[config.mk]
export PLATFORM = sky130hd
export DESIGN_NAME = machine_status_frame_to_ascii
export DESIGN_NICKNAME = d
export VERILOG_FILES = /design/src/hdl/msfa_pkg.sv /design/src/hdl/msfa_ctrl.sv /design/src/hdl/msfa_dp.sv /design/src/hdl/machine_status_frame_to_ascii.sv
export SDC_FILE = /design/constraint.sdc
export NUM_CORES = 1
export LEC_CHECK = 0
export BUFFER_PORTS_ARGS = -buffer_cell sky130_fd_sc_hd__buf_2
export CELL_PAD_IN_SITES_DETAIL_PLACEMENT = 0
export CELL_PAD_IN_SITES_GLOBAL_PLACEMENT = 1
export CORE_ASPECT_RATIO = 0.9
export CORE_MARGIN = 10
export CORE_UTILIZATION = 45
export CTS_CLUSTER_SIZE = 10
export DETAILED_ROUTE_END_ITERATION = 8
export PLACE_DENSITY = 0.69
export SYNTH_ARGS = -nofsm -noshare
export SYNTH_HDL_FRONTEND = slang
export SYNTH_SLANG_ARGS = --single-unit
export TNS_END_PERCENT = 30
[constraint.sdc]
create_clock -name clk -period 16.8 [get_ports clk]
set_clock_uncertainty 0.2 [all_clocks]
set_input_delay 3.36 -clock clk [delete_from_list [all_inputs] [get_ports clk]]
set_output_delay 3.36 -clock clk [all_outputs]
set_load 0.05 [all_outputs]
[src/hdl/msfa_pkg.sv]
package msfa_pkg;

	// frame layout
	localparam int unsigned MinFrame   = 31;
	localparam int unsigned StoreBase  = 3;
	localparam int unsigned StoreLast  = 28;
	localparam int unsigned NumFields  = 26;
	localparam int unsigned NumStamps  = 3;
	localparam int unsigned LineLen    = 59;
	localparam logic [5:0]  LastSlot   = 6'(LineLen - 1);

	// year byte positions of the three timestamps
	localparam logic [16:0] PosYear0Hi = 17'd3;
	localparam logic [16:0] PosYear0Lo = 17'd4;
	localparam logic [16:0] PosYear1Hi = 17'd10;
	localparam logic [16:0] PosYear1Lo = 17'd11;
	localparam logic [16:0] PosYear2Hi = 17'd22;
	localparam logic [16:0] PosYear2Lo = 17'd23;

	// ascii characters
	localparam logic [7:0] CharZero  = 8'h30;
	localparam logic [7:0] CharQuery = 8'h3f;
	localparam logic [7:0] CharBang  = 8'h21;
	localparam logic [7:0] CharSpace = 8'h20;

	// result status codes
	localparam logic [1:0] StatOk    = 2'd0;
	localparam logic [1:0] StatSum   = 2'd1;
	localparam logic [1:0] StatShort = 2'd2;

	typedef enum logic {
		ST_COLLECT,
		ST_EMIT
	} state_t;

	typedef enum logic [2:0] {
		K_LIT,
		K_TENS,
		K_ONES,
		K_CODE_H,
		K_CODE_T,
		K_CODE_O
	} kind_t;

	typedef enum logic [1:0] {
		SRC_FIELD,
		SRC_YQ,
		SRC_YR
	} src_t;

	typedef struct packed {
		kind_t      kind;
		src_t       src;
		logic [4:0] idx;
		logic [7:0] lit;
	} slot_t;

	// controller to datapath
	typedef struct packed {
		logic       take;
		logic       load_char;
		logic       skip_slot;
		logic       load_err;
		logic [1:0] err_code;
	} dp_cmd_t;

	// datapath to controller
	typedef struct packed {
		logic last_pos;
		logic bad_sum;
		logic too_short;
		logic out_free;
		logic slot_skip;
		logic slot_end;
	} dp_stat_t;

	function automatic slot_t lit_e(input logic [7:0] c);
		return slot_t'{kind: K_LIT, src: SRC_FIELD, idx: 5'd0, lit: c};
	endfunction

	function automatic slot_t dig_e(input kind_t k, input src_t s, input logic [4:0] i);
		return slot_t'{kind: k, src: s, idx: i, lit: CharZero};
	endfunction

	// output line script, one entry per character slot
	function automatic slot_t slot_entry(input logic [5:0] slot);
		slot_t e;
		case (slot)
			6'd0:  e = lit_e(CharQuery);
			// boot time
			6'd1:  e = dig_e(K_TENS, SRC_YQ, 5'd0);
			6'd2:  e = dig_e(K_ONES, SRC_YQ, 5'd0);
			6'd3:  e = dig_e(K_TENS, SRC_YR, 5'd0);
			6'd4:  e = dig_e(K_ONES, SRC_YR, 5'd0);
			6'd5:  e = dig_e(K_TENS, SRC_FIELD, 5'd2);
			6'd6:  e = dig_e(K_ONES, SRC_FIELD, 5'd2);
			6'd7:  e = dig_e(K_TENS, SRC_FIELD, 5'd3);
			6'd8:  e = dig_e(K_ONES, SRC_FIELD, 5'd3);
			6'd9:  e = dig_e(K_TENS, SRC_FIELD, 5'd4);
			6'd10: e = dig_e(K_ONES, SRC_FIELD, 5'd4);
			6'd11: e = dig_e(K_TENS, SRC_FIELD, 5'd5);
			6'd12: e = dig_e(K_ONES, SRC_FIELD, 5'd5);
			6'd13: e = dig_e(K_TENS, SRC_FIELD, 5'd6);
			6'd14: e = dig_e(K_ONES, SRC_FIELD, 5'd6);
			6'd15: e = lit_e(CharSpace);
			// stop time
			6'd16: e = dig_e(K_TENS, SRC_YQ, 5'd1);
			6'd17: e = dig_e(K_ONES, SRC_YQ, 5'd1);
			6'd18: e = dig_e(K_TENS, SRC_YR, 5'd1);
			6'd19: e = dig_e(K_ONES, SRC_YR, 5'd1);
			6'd20: e = dig_e(K_TENS, SRC_FIELD, 5'd9);
			6'd21: e = dig_e(K_ONES, SRC_FIELD, 5'd9);
			6'd22: e = dig_e(K_TENS, SRC_FIELD, 5'd10);
			6'd23: e = dig_e(K_ONES, SRC_FIELD, 5'd10);
			6'd24: e = dig_e(K_TENS, SRC_FIELD, 5'd11);
			6'd25: e = dig_e(K_ONES, SRC_FIELD, 5'd11);
			6'd26: e = dig_e(K_TENS, SRC_FIELD, 5'd12);
			6'd27: e = dig_e(K_ONES, SRC_FIELD, 5'd12);
			6'd28: e = dig_e(K_TENS, SRC_FIELD, 5'd13);
			6'd29: e = dig_e(K_ONES, SRC_FIELD, 5'd13);
			6'd30: e = lit_e(CharSpace);
			// run time
			6'd31: e = dig_e(K_TENS, SRC_FIELD, 5'd14);
			6'd32: e = dig_e(K_ONES, SRC_FIELD, 5'd14);
			6'd33: e = dig_e(K_TENS, SRC_FIELD, 5'd15);
			6'd34: e = dig_e(K_ONES, SRC_FIELD, 5'd15);
			6'd35: e = dig_e(K_TENS, SRC_FIELD, 5'd16);
			6'd36: e = dig_e(K_ONES, SRC_FIELD, 5'd16);
			6'd37: e = dig_e(K_TENS, SRC_FIELD, 5'd17);
			6'd38: e = dig_e(K_ONES, SRC_FIELD, 5'd17);
			6'd39: e = lit_e(CharSpace);
			// fault code
			6'd40: e = dig_e(K_CODE_H, SRC_FIELD, 5'd18);
			6'd41: e = dig_e(K_CODE_T, SRC_FIELD, 5'd18);
			6'd42: e = dig_e(K_CODE_O, SRC_FIELD, 5'd18);
			6'd43: e = lit_e(CharSpace);
			// fault time
			6'd44: e = dig_e(K_TENS, SRC_YQ, 5'd2);
			6'd45: e = dig_e(K_ONES, SRC_YQ, 5'd2);
			6'd46: e = dig_e(K_TENS, SRC_YR, 5'd2);
			6'd47: e = dig_e(K_ONES, SRC_YR, 5'd2);
			6'd48: e = dig_e(K_TENS, SRC_FIELD, 5'd21);
			6'd49: e = dig_e(K_ONES, SRC_FIELD, 5'd21);
			6'd50: e = dig_e(K_TENS, SRC_FIELD, 5'd22);
			6'd51: e = dig_e(K_ONES, SRC_FIELD, 5'd22);
			6'd52: e = dig_e(K_TENS, SRC_FIELD, 5'd23);
			6'd53: e = dig_e(K_ONES, SRC_FIELD, 5'd23);
			6'd54: e = dig_e(K_TENS, SRC_FIELD, 5'd24);
			6'd55: e = dig_e(K_ONES, SRC_FIELD, 5'd24);
			6'd56: e = dig_e(K_TENS, SRC_FIELD, 5'd25);
			6'd57: e = dig_e(K_ONES, SRC_FIELD, 5'd25);
			6'd58: e = lit_e(CharBang);
			default: e = lit_e(CharBang);
		endcase
		return e;
	endfunction

endpackage

[src/hdl/msfa_ctrl.sv]
module msfa_ctrl import msfa_pkg::*; (
	input  logic     clk,
	input  logic     arst_n,
	input  logic     in_valid,
	output logic     in_stall,
	input  dp_stat_t stat,
	output dp_cmd_t  cmd
);

	state_t state_q;
	state_t state_nxt;

	// state register
	always_ff @(posedge clk or negedge arst_n) begin
		if (!arst_n) begin
			state_q <= ST_COLLECT;
		end else begin
			state_q <= state_nxt;
		end
	end

	// next state
	always_comb begin
		state_nxt = state_q;
		case (state_q)
			ST_COLLECT: begin
				if (in_valid && !(stat.last_pos && !stat.out_free) && stat.last_pos &&
				    !stat.bad_sum && !stat.too_short) begin
					state_nxt = ST_EMIT;
				end
			end
			ST_EMIT: begin
				if (!stat.slot_skip && stat.out_free && stat.slot_end) begin
					state_nxt = ST_COLLECT;
				end
			end
			default: state_nxt = ST_COLLECT;
		endcase
	end

	// outputs
	always_comb begin
		in_stall      = 1'b1;
		cmd.take      = 1'b0;
		cmd.load_char = 1'b0;
		cmd.skip_slot = 1'b0;
		cmd.load_err  = 1'b0;
		cmd.err_code  = stat.bad_sum ? StatSum : StatShort;
		case (state_q)
			ST_COLLECT: begin
				// the last byte needs a free output register for a possible error
				in_stall     = stat.last_pos && !stat.out_free;
				cmd.take     = in_valid && !in_stall;
				cmd.load_err = cmd.take && stat.last_pos && (stat.bad_sum || stat.too_short);
			end
			ST_EMIT: begin
				cmd.skip_slot = stat.slot_skip;
				cmd.load_char = !stat.slot_skip && stat.out_free;
			end
			default: begin
				in_stall = 1'b1;
			end
		endcase
	end

endmodule

[src/hdl/msfa_dp.sv]
module msfa_dp import msfa_pkg::*; (
	input  logic       clk,
	input  logic       arst_n,
	input  logic [7:0] data_byte,
	input  dp_cmd_t    cmd,
	output dp_stat_t   stat,
	output logic       out_valid,
	input  logic       out_stall,
	output logic [7:0] out_char,
	output logic       is_last,
	output logic [1:0] status
);

	// frame tracking
	logic [16:0] byte_count_q;
	logic [15:0] frame_length_q;
	logic [15:0] running_sum_q;
	logic [7:0]  held_byte_q;
	logic [7:0]  field_q [NumFields];
	logic [7:0]  year_hi_q;

	// year split pipeline
	logic        yv_s1;
	logic [1:0]  yid_s1;
	logic [15:0] year_s1;
	logic        yv_s2;
	logic [1:0]  yid_s2;
	logic [15:0] year_s2;
	logic [9:0]  yq_s2;
	logic [6:0]  yq_q [NumStamps];
	logic [6:0]  yr_q [NumStamps];

	// emission
	logic [5:0]  slot_q;
	logic        out_valid_q;
	logic [7:0]  out_char_q;
	logic        is_last_q;
	logic [1:0]  status_q;

	logic [16:0] total;
	logic        pos_ge3;
	logic        held_pos;
	logic        store_hit;
	logic [4:0]  store_idx;
	logic        year_lo_hit;
	logic [1:0]  year_lo_id;
	logic [26:0] q_prod;
	logic [16:0] q_x100;
	logic [15:0] y_rem;
	slot_t       ent;
	logic [7:0]  src_val;
	logic [6:0]  sat_val;
	logic [3:0]  sat_tens;
	logic [3:0]  sat_ones;
	logic [1:0]  code_h;
	logic [6:0]  code_rem;
	logic [3:0]  code_tens;
	logic [3:0]  code_ones;
	logic [7:0]  slot_char;

	// tens and ones of a value below 100
	function automatic logic [7:0] split2(input logic [6:0] v);
		logic [14:0] p;
		logic [3:0]  t;
		logic [6:0]  o;
		p = 15'(v) * 15'd205;
		t = p[14:11];
		o = v - ({3'd0, t} << 3) - ({3'd0, t} << 1);
		return {t, o[3:0]};
	endfunction

	// position decode
	assign total     = {1'b0, frame_length_q} + 17'd5;
	assign pos_ge3   = byte_count_q >= 17'(StoreBase);
	assign held_pos  = pos_ge3 && (byte_count_q + 17'd2 == total);
	assign store_hit = pos_ge3 && (byte_count_q <= 17'(StoreLast));
	assign store_idx = 5'(byte_count_q - 17'(StoreBase));

	assign stat.last_pos  = pos_ge3 && (byte_count_q + 17'd1 == total);
	assign stat.too_short = total < 17'(MinFrame);
	assign stat.bad_sum   = {data_byte, held_byte_q} != running_sum_q;

	always_comb begin
		year_lo_hit = 1'b1;
		year_lo_id  = 2'd0;
		if (byte_count_q == PosYear0Lo) begin
			year_lo_id = 2'd0;
		end else if (byte_count_q == PosYear1Lo) begin
			year_lo_id = 2'd1;
		end else if (byte_count_q == PosYear2Lo) begin
			year_lo_id = 2'd2;
		end else begin
			year_lo_hit = 1'b0;
		end
	end

	// counters, length, checksum and trailer
	always_ff @(posedge clk or negedge arst_n) begin
		if (!arst_n) begin
			byte_count_q   <= '0;
			frame_length_q <= '0;
			running_sum_q  <= '0;
			held_byte_q    <= '0;
		end else if (cmd.take) begin
			if (stat.last_pos) begin
				byte_count_q   <= '0;
				frame_length_q <= '0;
				running_sum_q  <= '0;
				held_byte_q    <= '0;
			end else begin
				byte_count_q <= byte_count_q + 17'd1;
				if (byte_count_q == 17'd1) begin
					frame_length_q <= {data_byte, 8'd0};
				end
				if (byte_count_q == 17'd2) begin
					frame_length_q <= {frame_length_q[15:8], data_byte};
				end
				if (held_pos) begin
					held_byte_q <= data_byte;
				end else begin
					running_sum_q <= running_sum_q + 16'(data_byte);
				end
			end
		end
	end

	// field bytes and year high bytes
	always_ff @(posedge clk) begin
		if (cmd.take && store_hit) begin
			field_q[store_idx] <= data_byte;
		end
		if (cmd.take && (byte_count_q inside {PosYear0Hi, PosYear1Hi, PosYear2Hi})) begin
			year_hi_q <= data_byte;
		end
	end

	// year split: quotient by reciprocal, then remainder
	assign q_prod = 27'(year_s1[15:2]) * 27'd5243;
	assign q_x100 = 17'(yq_s2) * 17'd100;
	assign y_rem  = year_s2 - q_x100[15:0];

	always_ff @(posedge clk or negedge arst_n) begin
		if (!arst_n) begin
			yv_s1 <= 1'b0;
			yv_s2 <= 1'b0;
		end else begin
			yv_s1 <= cmd.take && year_lo_hit;
			yv_s2 <= yv_s1;
		end
	end

	always_ff @(posedge clk) begin
		if (cmd.take && year_lo_hit) begin
			year_s1 <= {year_hi_q, data_byte};
			yid_s1  <= year_lo_id;
		end
		if (yv_s1) begin
			year_s2 <= year_s1;
			yid_s2  <= yid_s1;
			yq_s2   <= q_prod[26:17];
		end
		if (yv_s2) begin
			yq_q[yid_s2] <= (yq_s2 > 10'd99) ? 7'd99 : yq_s2[6:0];
			yr_q[yid_s2] <= y_rem[6:0];
		end
	end

	// character of the current slot
	assign ent = slot_entry(slot_q);

	always_comb begin
		case (ent.src)
			SRC_FIELD: src_val = field_q[ent.idx];
			SRC_YQ:    src_val = {1'b0, yq_q[ent.idx[1:0]]};
			SRC_YR:    src_val = {1'b0, yr_q[ent.idx[1:0]]};
			default:   src_val = field_q[ent.idx];
		endcase
	end

	assign sat_val = (src_val > 8'd99) ? 7'd99 : src_val[6:0];
	assign {sat_tens, sat_ones} = split2(sat_val);

	always_comb begin
		if (src_val >= 8'd200) begin
			code_h   = 2'd2;
			code_rem = 7'(src_val - 8'd200);
		end else if (src_val >= 8'd100) begin
			code_h   = 2'd1;
			code_rem = 7'(src_val - 8'd100);
		end else begin
			code_h   = 2'd0;
			code_rem = src_val[6:0];
		end
	end

	assign {code_tens, code_ones} = split2(code_rem);

	always_comb begin
		case (ent.kind)
			K_LIT:    slot_char = ent.lit;
			K_TENS:   slot_char = CharZero + 8'(sat_tens);
			K_ONES:   slot_char = CharZero + 8'(sat_ones);
			K_CODE_H: slot_char = CharZero + 8'(code_h);
			K_CODE_T: slot_char = CharZero + 8'(code_tens);
			K_CODE_O: slot_char = CharZero + 8'(code_ones);
			default:  slot_char = ent.lit;
		endcase
	end

	// leading zeros of the fault code are dropped
	assign stat.slot_skip = (ent.kind == K_CODE_H && src_val < 8'd100) ||
	                        (ent.kind == K_CODE_T && src_val < 8'd10);
	assign stat.slot_end  = slot_q == LastSlot;
	assign stat.out_free  = !out_valid_q || !out_stall;

	// slot counter
	always_ff @(posedge clk or negedge arst_n) begin
		if (!arst_n) begin
			slot_q <= '0;
		end else if (cmd.take) begin
			slot_q <= '0;
		end else if (cmd.load_char || cmd.skip_slot) begin
			slot_q <= slot_q + 6'd1;
		end
	end

	// output register
	always_ff @(posedge clk or negedge arst_n) begin
		if (!arst_n) begin
			out_valid_q <= 1'b0;
		end else if (cmd.load_char || cmd.load_err) begin
			out_valid_q <= 1'b1;
		end else if (!out_stall) begin
			out_valid_q <= 1'b0;
		end
	end

	always_ff @(posedge clk) begin
		if (cmd.load_err) begin
			out_char_q <= 8'd0;
			is_last_q  <= 1'b1;
			status_q   <= cmd.err_code;
		end else if (cmd.load_char) begin
			out_char_q <= slot_char;
			is_last_q  <= stat.slot_end;
			status_q   <= StatOk;
		end
	end

	assign out_valid = out_valid_q;
	assign out_char  = out_char_q;
	assign is_last   = is_last_q;
	assign status    = status_q;

endmodule

[src/hdl/machine_status_frame_to_ascii.sv]
// Converts a machine status frame, one byte per request, into an ASCII status line
// of 57 to 59 characters, or into one error result for a bad checksum or a frame shorter
// than 31 bytes. While a frame is being received the block takes one byte per clock
// cycle; only the last byte may wait for the output register to drain. After the last
// byte of a good frame the input is stalled and the line is sent from a single output
// register over 59 character slots at one slot per cycle while the output side does not
// stall; each leading zero of the fault code that is dropped leaves the output idle in
// place of its character. The three year values are split into hundreds and remainder
// by a two-stage multiplier pipeline while the frame is still arriving, so the line
// starts right after the trailer. An error result is a single output entry, and the
// next frame may start at once.
module machine_status_frame_to_ascii import msfa_pkg::*; (
	input  logic       clk,
	input  logic       arst_n,
	input  logic       in_valid,
	output logic       in_stall,
	input  logic [7:0] data_byte,
	output logic       out_valid,
	input  logic       out_stall,
	output logic [7:0] out_char,
	output logic       is_last,
	output logic [1:0] status
);

	dp_cmd_t  cmd;
	dp_stat_t stat;

	// frame sequencing
	msfa_ctrl u_ctrl (
		.clk      (clk),
		.arst_n   (arst_n),
		.in_valid (in_valid),
		.in_stall (in_stall),
		.stat     (stat),
		.cmd      (cmd)
	);

	// frame storage, checksum and character formatting
	msfa_dp u_dp (
		.clk       (clk),
		.arst_n    (arst_n),
		.data_byte (data_byte),
		.cmd       (cmd),
		.stat      (stat),
		.out_valid (out_valid),
		.out_stall (out_stall),
		.out_char  (out_char),
		.is_last   (is_last),
		.status    (status)
	);

endmodule
# After elaboration in Yosys (flattened, before gate mapping)

Memories as Yosys holds them, arrays and structs flattened.
Index checks and enable logic that the tools add are counted.

Add/subtract/negate cells: 18
Multipliers: 4
Order comparisons: 9
Equality and inequality tests: 22
Muxes and demuxes: 39
Bitwise logic cells: 1
Reduce and logical (&&, ||, !) cells: 39

Operators with widths:

| cell                                                                                 | count |
|---|---|
| 16-bit two-way mux                                                                   | 5 |
| 8-bit case mux with 5 select lines                                                   | 1 |
| 17-bit == test                                                                       | 2 |
| 17-bit by 2-bit == test with 1-bit output, second input constant                     | 2 |
| 17-bit by 4-bit == test with 1-bit output, second input constant                     | 2 |
| 17-bit by 5-bit == test with 1-bit output, second input constant                     | 2 |
| 7-bit by 8-bit multiplier with 15-bit output, second input constant                  | 2 |
| 6-bit by 4-bit adder with 7-bit output, first input constant                         | 4 |
| 7-bit two-way mux                                                                    | 4 |
| 14-bit by 13-bit multiplier with 27-bit output, second input constant                | 1 |
| 16-bit by 3-bit adder with 17-bit output, second input constant                      | 1 |
| 17-bit by 1-bit adder with 17-bit output, second input constant                      | 1 |
| 17-bit by 2-bit adder with 17-bit output, second input constant                      | 1 |
| 17-bit by 1-bit == test with 1-bit output, second input constant                     | 1 |
| 17-bit by 3-bit == test with 1-bit output, second input constant                     | 1 |
| 17-bit by 2-bit greater-or-equal comparator with 1-bit output, second input constant | 1 |
| 17-bit by 5-bit <= comparator with 1-bit output, second input constant               | 1 |
| 17-bit by 5-bit less-than comparator with 1-bit output, second input constant        | 1 |
| 17-bit two-way mux                                                                   | 1 |
| 16-bit by 8-bit adder with 16-bit output                                             | 1 |
| 1-bit logical AND                                                                    | 16 |
| 1-bit two-way mux                                                                    | 16 |
| 8-bit two-way mux                                                                    | 2 |
| 16-bit != test                                                                       | 1 |
| other kinds (33)                                                                     | 62 |

Register bits after elaboration: 123
Bits in writable memories: 250
Memory bits (read-only): 960
Input port bits: 12
Output and inout port bits: 13
Logic and storage cells: 156
Memories: 4

Memory list:

| memory          | depth | width | read ports | clocked after memory_dff | write ports | line           | text |
|---|---|---|---|---|---|---|---|
| (no name shown) | 64    | 15    | 1          | 0                        | 0           | msfa_pkg.sv:88 | `case (slot)` |
| u_dp.field_q    | 26    | 8     | 1          | 0                        | 1           | msfa_dp.sv:19  | `logic [7:0] field_q [NumFields];` |
| u_dp.yq_q       | 3     | 7     | 1          | 0                        | 1           | msfa_dp.sv:30  | `logic [6:0] yq_q [NumStamps];` |
| u_dp.yr_q       | 3     | 7     | 1          | 0                        | 1           | msfa_dp.sv:31  | `logic [6:0] yr_q [NumStamps];` |

# Depth between registers and ports, before layout

An unclocked memory read counts as a cell.

Depth after elaboration: 12
Depth in mapped cells: 47

# Cells and area by module

A second synthesis with hierarchy kept.

Cells, all modules: 2074
Area, all modules: 23726.5 µm²

By module, submodules not included:

| module    | instances | cells an instance | area an instance (µm²) |
|---|---|---|---|
| msfa_dp   | 1         | 2059              | 23611.4 |
| msfa_ctrl | 1         | 15                | 115.1 |

# Worst setup path after synthesis

OpenSTA, ideal clock, no wires.

Path kind: register to register
From: register u_dp.slot_q[0]
To: register u_dp.out_char_q[3] (netlist: u_dp.out_char[3])
Setup time: 0.120 ns
Arrival: 9.602 ns
Required time: 16.480 ns
Path slack: 6.878 ns
Cell stages (with the launch flop): 44
Clock period less this slack: 9.922 ns
Cells stage by stage: dfrtp_1 -> clkbuf_1 -> inv_1 -> ha_1 -> mux2_1 -> a21oi_1 -> mux4_2 -> buf_4 -> buf_6 -> buf_6 -> buf_2 -> mux2_1 -> o211ai_1 -> inv_1 -> ha_1 -> and4b_1 -> a31o_2 -> a21oi_1 -> (+8 left out) -> fa_1 -> inv_1 -> ha_1 -> nand3_1 -> or4_1 -> a211oi_2 -> nor3_2 -> a21o_1 -> xnor2_1 -> ha_1 -> and2_1 -> or3b_2 -> o31ai_1 -> a21oi_1 -> and3_1 -> or3_1 -> a31oi_1 -> a21oi_1

Word-level cells in the longest chain between the ends: 11
Elaborated cells on any way between the ends: 42
Those cells by class: add/sub (11); mul (2); order compare (5); eq/ne (7); mux (8); reduce/logical (5); memory (4)

RTL lines:

| element                                                                                                 | line                           | text |
|---|---|---|
| start, declared                                                                                         | msfa_dp.sv:34                  | `logic [5:0] slot_q;` |
| start signal, assigned                                                                                  | msfa_dp.sv:223                 | `slot_q <= slot_q + 6'd1;` |
| memory read 64 x 15 bit *                                                                               | -                              |  |
| memory read 26 x 8 bit (tied with other cells)                                                          | -                              |  |
| 8-bit case mux with 2 select lines                                                                      | msfa_dp.sv:172                 | `case (ent.src)` |
| 7-bit subtractor / 8-bit by 7-bit greater-or-equal comparator with 1-bit output (equally long branches) | msfa_dp.sv:189, msfa_dp.sv:187 |  |
| 7-bit two-way mux                                                                                       | msfa_dp.sv:187                 | `end else if (src_val >= 8'd100) begin` |
| 7-bit two-way mux                                                                                       | msfa_dp.sv:184                 | `if (src_val >= 8'd200) begin` |
| 7-bit by 8-bit multiplier with 15-bit output                                                            | msfa_dp.sv:66                  | `p = 15'(v) * 15'd205;` |
| 4-bit subtractor (2 in series)                                                                          | msfa_dp.sv:68                  | `o = v - ({3'd0, t} << 3) - ({3'd0, t} << 1);` |
| 6-bit by 4-bit adder with 7-bit output                                                                  | msfa_dp.sv:205                 | `K_CODE_O: slot_char = CharZero + 8'(code_ones);` |
| 8-bit case mux with 5 select lines                                                                      | msfa_dp.sv:199                 | `case (ent.kind)` |
| end signal, assigned                                                                                    | msfa_dp.sv:244                 | `out_char_q <= slot_char;` |
| end, declared                                                                                           | msfa_dp.sv:36                  | `logic [7:0] out_char_q;` |

Every way passes the cells marked *; elsewhere a longest branch is shown, timed or not.
A chain may end at the register's enable or synchronous reset.

# Worst setup path in the final report

From: register u_dp.slot_q[2]
To: register u_dp.out_char_q[3] (netlist: u_dp.out_char[3])

Same word-level chain as after synthesis.

==> flow_summary_export.csv <==
group,metric,value,unit
drt,drc,0,
global_routing,use_met2,0.316,
synth,netlist_instances,2083,
critical_path,crit_path_end_kind,"register",
timing,period_needed,11.93,ns
critical_path,cp-startpoint,"u_dp.slot_q[2]$_DFFE_PN0P_",
cells_and_area,final_common_cell,"edfxtp_1",
global_routing,gr-usage-met1,0.265,
floorplan,ios,25,
floorplan,start_util,0.457,
critical_path,reg2reg_from,"u_dp.slot_q[2]$_DFFE_PN0P_",
clock_tree,cts.sinks,371,
clock_tree,h-tree-depth,2,
global_routing,use_met3,0.0252,
drt,wl,60800,um
synth,syn_area_per_cell,11.4,um2
place,port_buffers,22,
synth,yosysSeqAreaShare,0.451,
floorplan,row_count,79,
cells_and_area,multi_input_area,0.0119,mm2
timing,setup-violations-final,0,
synth,synth_edf_count,297,
drt,drt_iter0_drc,1463,
synth,synthArstFlopShare,0.181,
cells_and_area,seqCellArea,0.0107,mm2
cells_and_area,n_antenna_cell,0,
global_routing,grt_usage,0.193,
timing,drv_slew,0,
synth,ys_seq_elements,371,
synth,netlist.area_leader.share,0.375,
synth,synth_cell_type_count,98,
drt,firstDrtPassIters,5,
timing,period_share,0.710,
drt,wl_per_cell,21.6,um
global_routing,busiest_layer,"met2",
critical_path,crit_top_cell,"ha_1",
cells_and_area,nets,2406,
critical_path,worstPathRequired,17.04,ns
clock_tree,cts_tree,"built",
global_routing,grt_overflow,0,
timing,fmax,0.0838,GHz
critical_path,slowest_stage,"dfrtp_1",
hold_path,min_path_type,"register to register",
critical_path,worstReg2RegEnd,"u_dp.out_char[3]$_SDFFE_PP0P_",
critical_path,regToRegSetupSlack,4.87,ns
outcome,status,"completed",
synth,synth_area,0.0238,mm2
clock_tree,post_cts_buffers,0,
timing,report.final.hold_viol_count,0,
global_routing,antenna_found_initial,1,
drt,vias_per_cell,5.68,
job,cap_violations,0,
clock_tree,cts_hold_buf,0,
cells_and_area,area_delta_synth_final,8.61,%
global_routing,grt_first_pass_wirelength,96000,um
timing,relSlewSlack,0.183,
drt,antenna_left,0,
cells_and_area,drive_above_1_share,0.0758,
synth,yosys.area.top_type,"edfxtp_1",
floorplan,die_area,0.0625,mm2
critical_path,critical_path_class,"register to register",
floorplan,die_x,262,um
critical_path,max_stage_delay,0.99,ns
timing,tns,0,ns
global_routing,grt_max_degree,68,
critical_path,critPathMaxFanout,35,
global_routing,grt_pass1_vias,16400,
cells_and_area,fillers,4690,
timing,hold_ws,0.203,ns
timing,rsz0062_at_grt,"no",
clock_tree,cts_resized,0,
critical_path,endpoint,"u_dp.out_char[3]$_SDFFE_PP0P_",
clock_tree,clk-insertion-delay-late,0.56,ns
clock_tree,numCtsBuffers,44,
critical_path,reg2regPathDepth,41,
floorplan,fp.dieH,238,um
timing,worst_slew_pin_slew,1.22,ns
synth,synth-main-ff-cell,"edfxtp_1",
synth,yosys_warnings,0,
critical_path,start_kind,"register",
synth,synth.area.top_cells,"edfxtp_1, ha_1, dfrtp_1",
place,hpwl,43800,um
critical_path,crit_arrival,12.18,ns
cells_and_area,final_cell_mix,"edfxtp_1, ha_1, inv_1",
place,place.gp.congestion,0.895,
clock_tree,cts_buffer_depth,3,
clock_tree,clkTransAtPathRegs,0.06,ns
drt,via_count,16000,
floorplan,coreArea,0.0520,mm2
clock_tree,clockRootBuffer,"clkbuf_16",
worst min-delay path by stage:
stage	startpoint	end	slack [ns]	cells past startpoint
floorplan	u_dp.year_hi_q[2]$_DFFE_PP_	u_dp.year_s1[10]$_DFFE_PP_	0.20	0
global placement	u_dp.year_hi_q[7]$_DFFE_PP_	u_dp.year_s1[15]$_DFFE_PP_	0.20	0
detailed placement	u_dp.year_hi_q[3]$_DFFE_PP_	u_dp.year_s1[11]$_DFFE_PP_	0.20	0
CTS	u_dp.year_hi_q[3]$_DFFE_PP_	u_dp.year_s1[11]$_DFFE_PP_	0.21	0
global route	u_dp.year_hi_q[4]$_DFFE_PP_	u_dp.year_s1[12]$_DFFE_PP_	0.23	0
finish	u_dp.year_hi_q[3]$_DFFE_PP_	u_dp.year_s1[11]$_DFFE_PP_	0.20	0
metrics by stage:
step	setup slack, ns	instance area, um2	util	instances
after floorplan	6.88	23800	-	2084
after global placement	5.23	24600	0.473	2740
after detailed placement	5.02	24600	0.473	2740
after CTS	4.95	25800	0.497	2813
after global routing	4.02	25800	0.497	2813
final	4.87	25800	0.497	2813
worst max-delay path: cells and delay by family, from the launching register on:
family,cells,cell delay (ns)
buffers and inverters,4,1.03
adders and majority gates,8,2.88
muxes,1,0.41
xor gates and xnor gates,2,0.38
DFF,1,0.99
and+or+nand+nor,14,3.76
AOI/OAI and AO/OA,12,2.15
final cells by class:
cell class	count	area share
multi-input cells	1421	0.459
flip-flops and latches	371	0.416
clock buffers	66	0.0458
well taps	688	0.0333
inverters	209	0.0304
repair buffers	51	0.0128
clock inverters	7	0.00271
synth_stat cells (7+ instances only):
| library cell | count |
|---|---|
| nor3b_1 | 10 |
| xnor2_1 | 57 |
| o31ai_1 | 13 |
| a22oi_1 | 8 |
| buf_2 | 9 |
| nand2_1 | 141 |
| o21ai_1 | 11 |
| nand3_1 | 55 |
| fa_1 | 81 |
| o211ai_1 | 19 |
| a21oi_1 | 56 |
| edfxtp_1 | 297 |
| and3_1 | 25 |
| nor3_1 | 41 |
| mux4_2 | 9 |
| xor2_1 | 63 |
| a211oi_1 | 20 |
| o22ai_1 | 8 |
| a32o_1 | 8 |
| a31oi_1 | 20 |
| mux2_2 | 15 |
| nor2b_1 | 13 |
| clkbuf_1 | 50 |
| a21o_1 | 22 |
| o21ai_0 | 89 |
| nor2_1 | 120 |
| and2_1 | 17 |
| nand2b_1 | 25 |
| dfrtp_1 | 67 |
| o2111ai_1 | 11 |
| nand4_1 | 19 |
| buf_4 | 12 |
| a221oi_1 | 9 |
| nor4_1 | 16 |
| mux2i_1 | 74 |
| ha_1 | 215 |
| dfxtp_1 | 7 |
| buf_6 | 7 |
| inv_1 | 207 |
per-layer routing:
metal	vias up	wire [um]
li1	7576	-
met2	411	28400
met1	7909	27900
met4	0	1320
met5	-	0
met3	80	3190
registers in the layout, indices dropped and copies added (netlist names), 6 cells and up:
name and count:
u_dp.year_hi_q 8, u_dp.yq_s2 10, u_dp.frame_length_q 16, u_dp.out_char 6
u_dp.byte_count_q 17, u_dp.year_s1 16, u_dp.slot_q 6, u_dp.field_q 208
u_dp.yr_q 21, u_dp.yq_q 21, u_dp.running_sum_q 16, u_dp.held_byte_q 8
u_dp.year_s2 7
kinds of logic after synthesis:
logic type | count (synthesis) | synth area share
xor gates and xnor gates | 120 | 0.0442
AOI/OAI and AO/OA | 379 | 0.114
buffers and inverters | 292 | 0.0508
adders and majority gates | 296 | 0.181
other | 1 | 0.000158
and+or+nand+nor | 520 | 0.108
muxes | 104 | 0.0496
DFF | 371 | 0.451
Power is left out: the tool's default activity adds up to more than one toggle a clock period on the data nets, which glitch-free logic cannot reach.
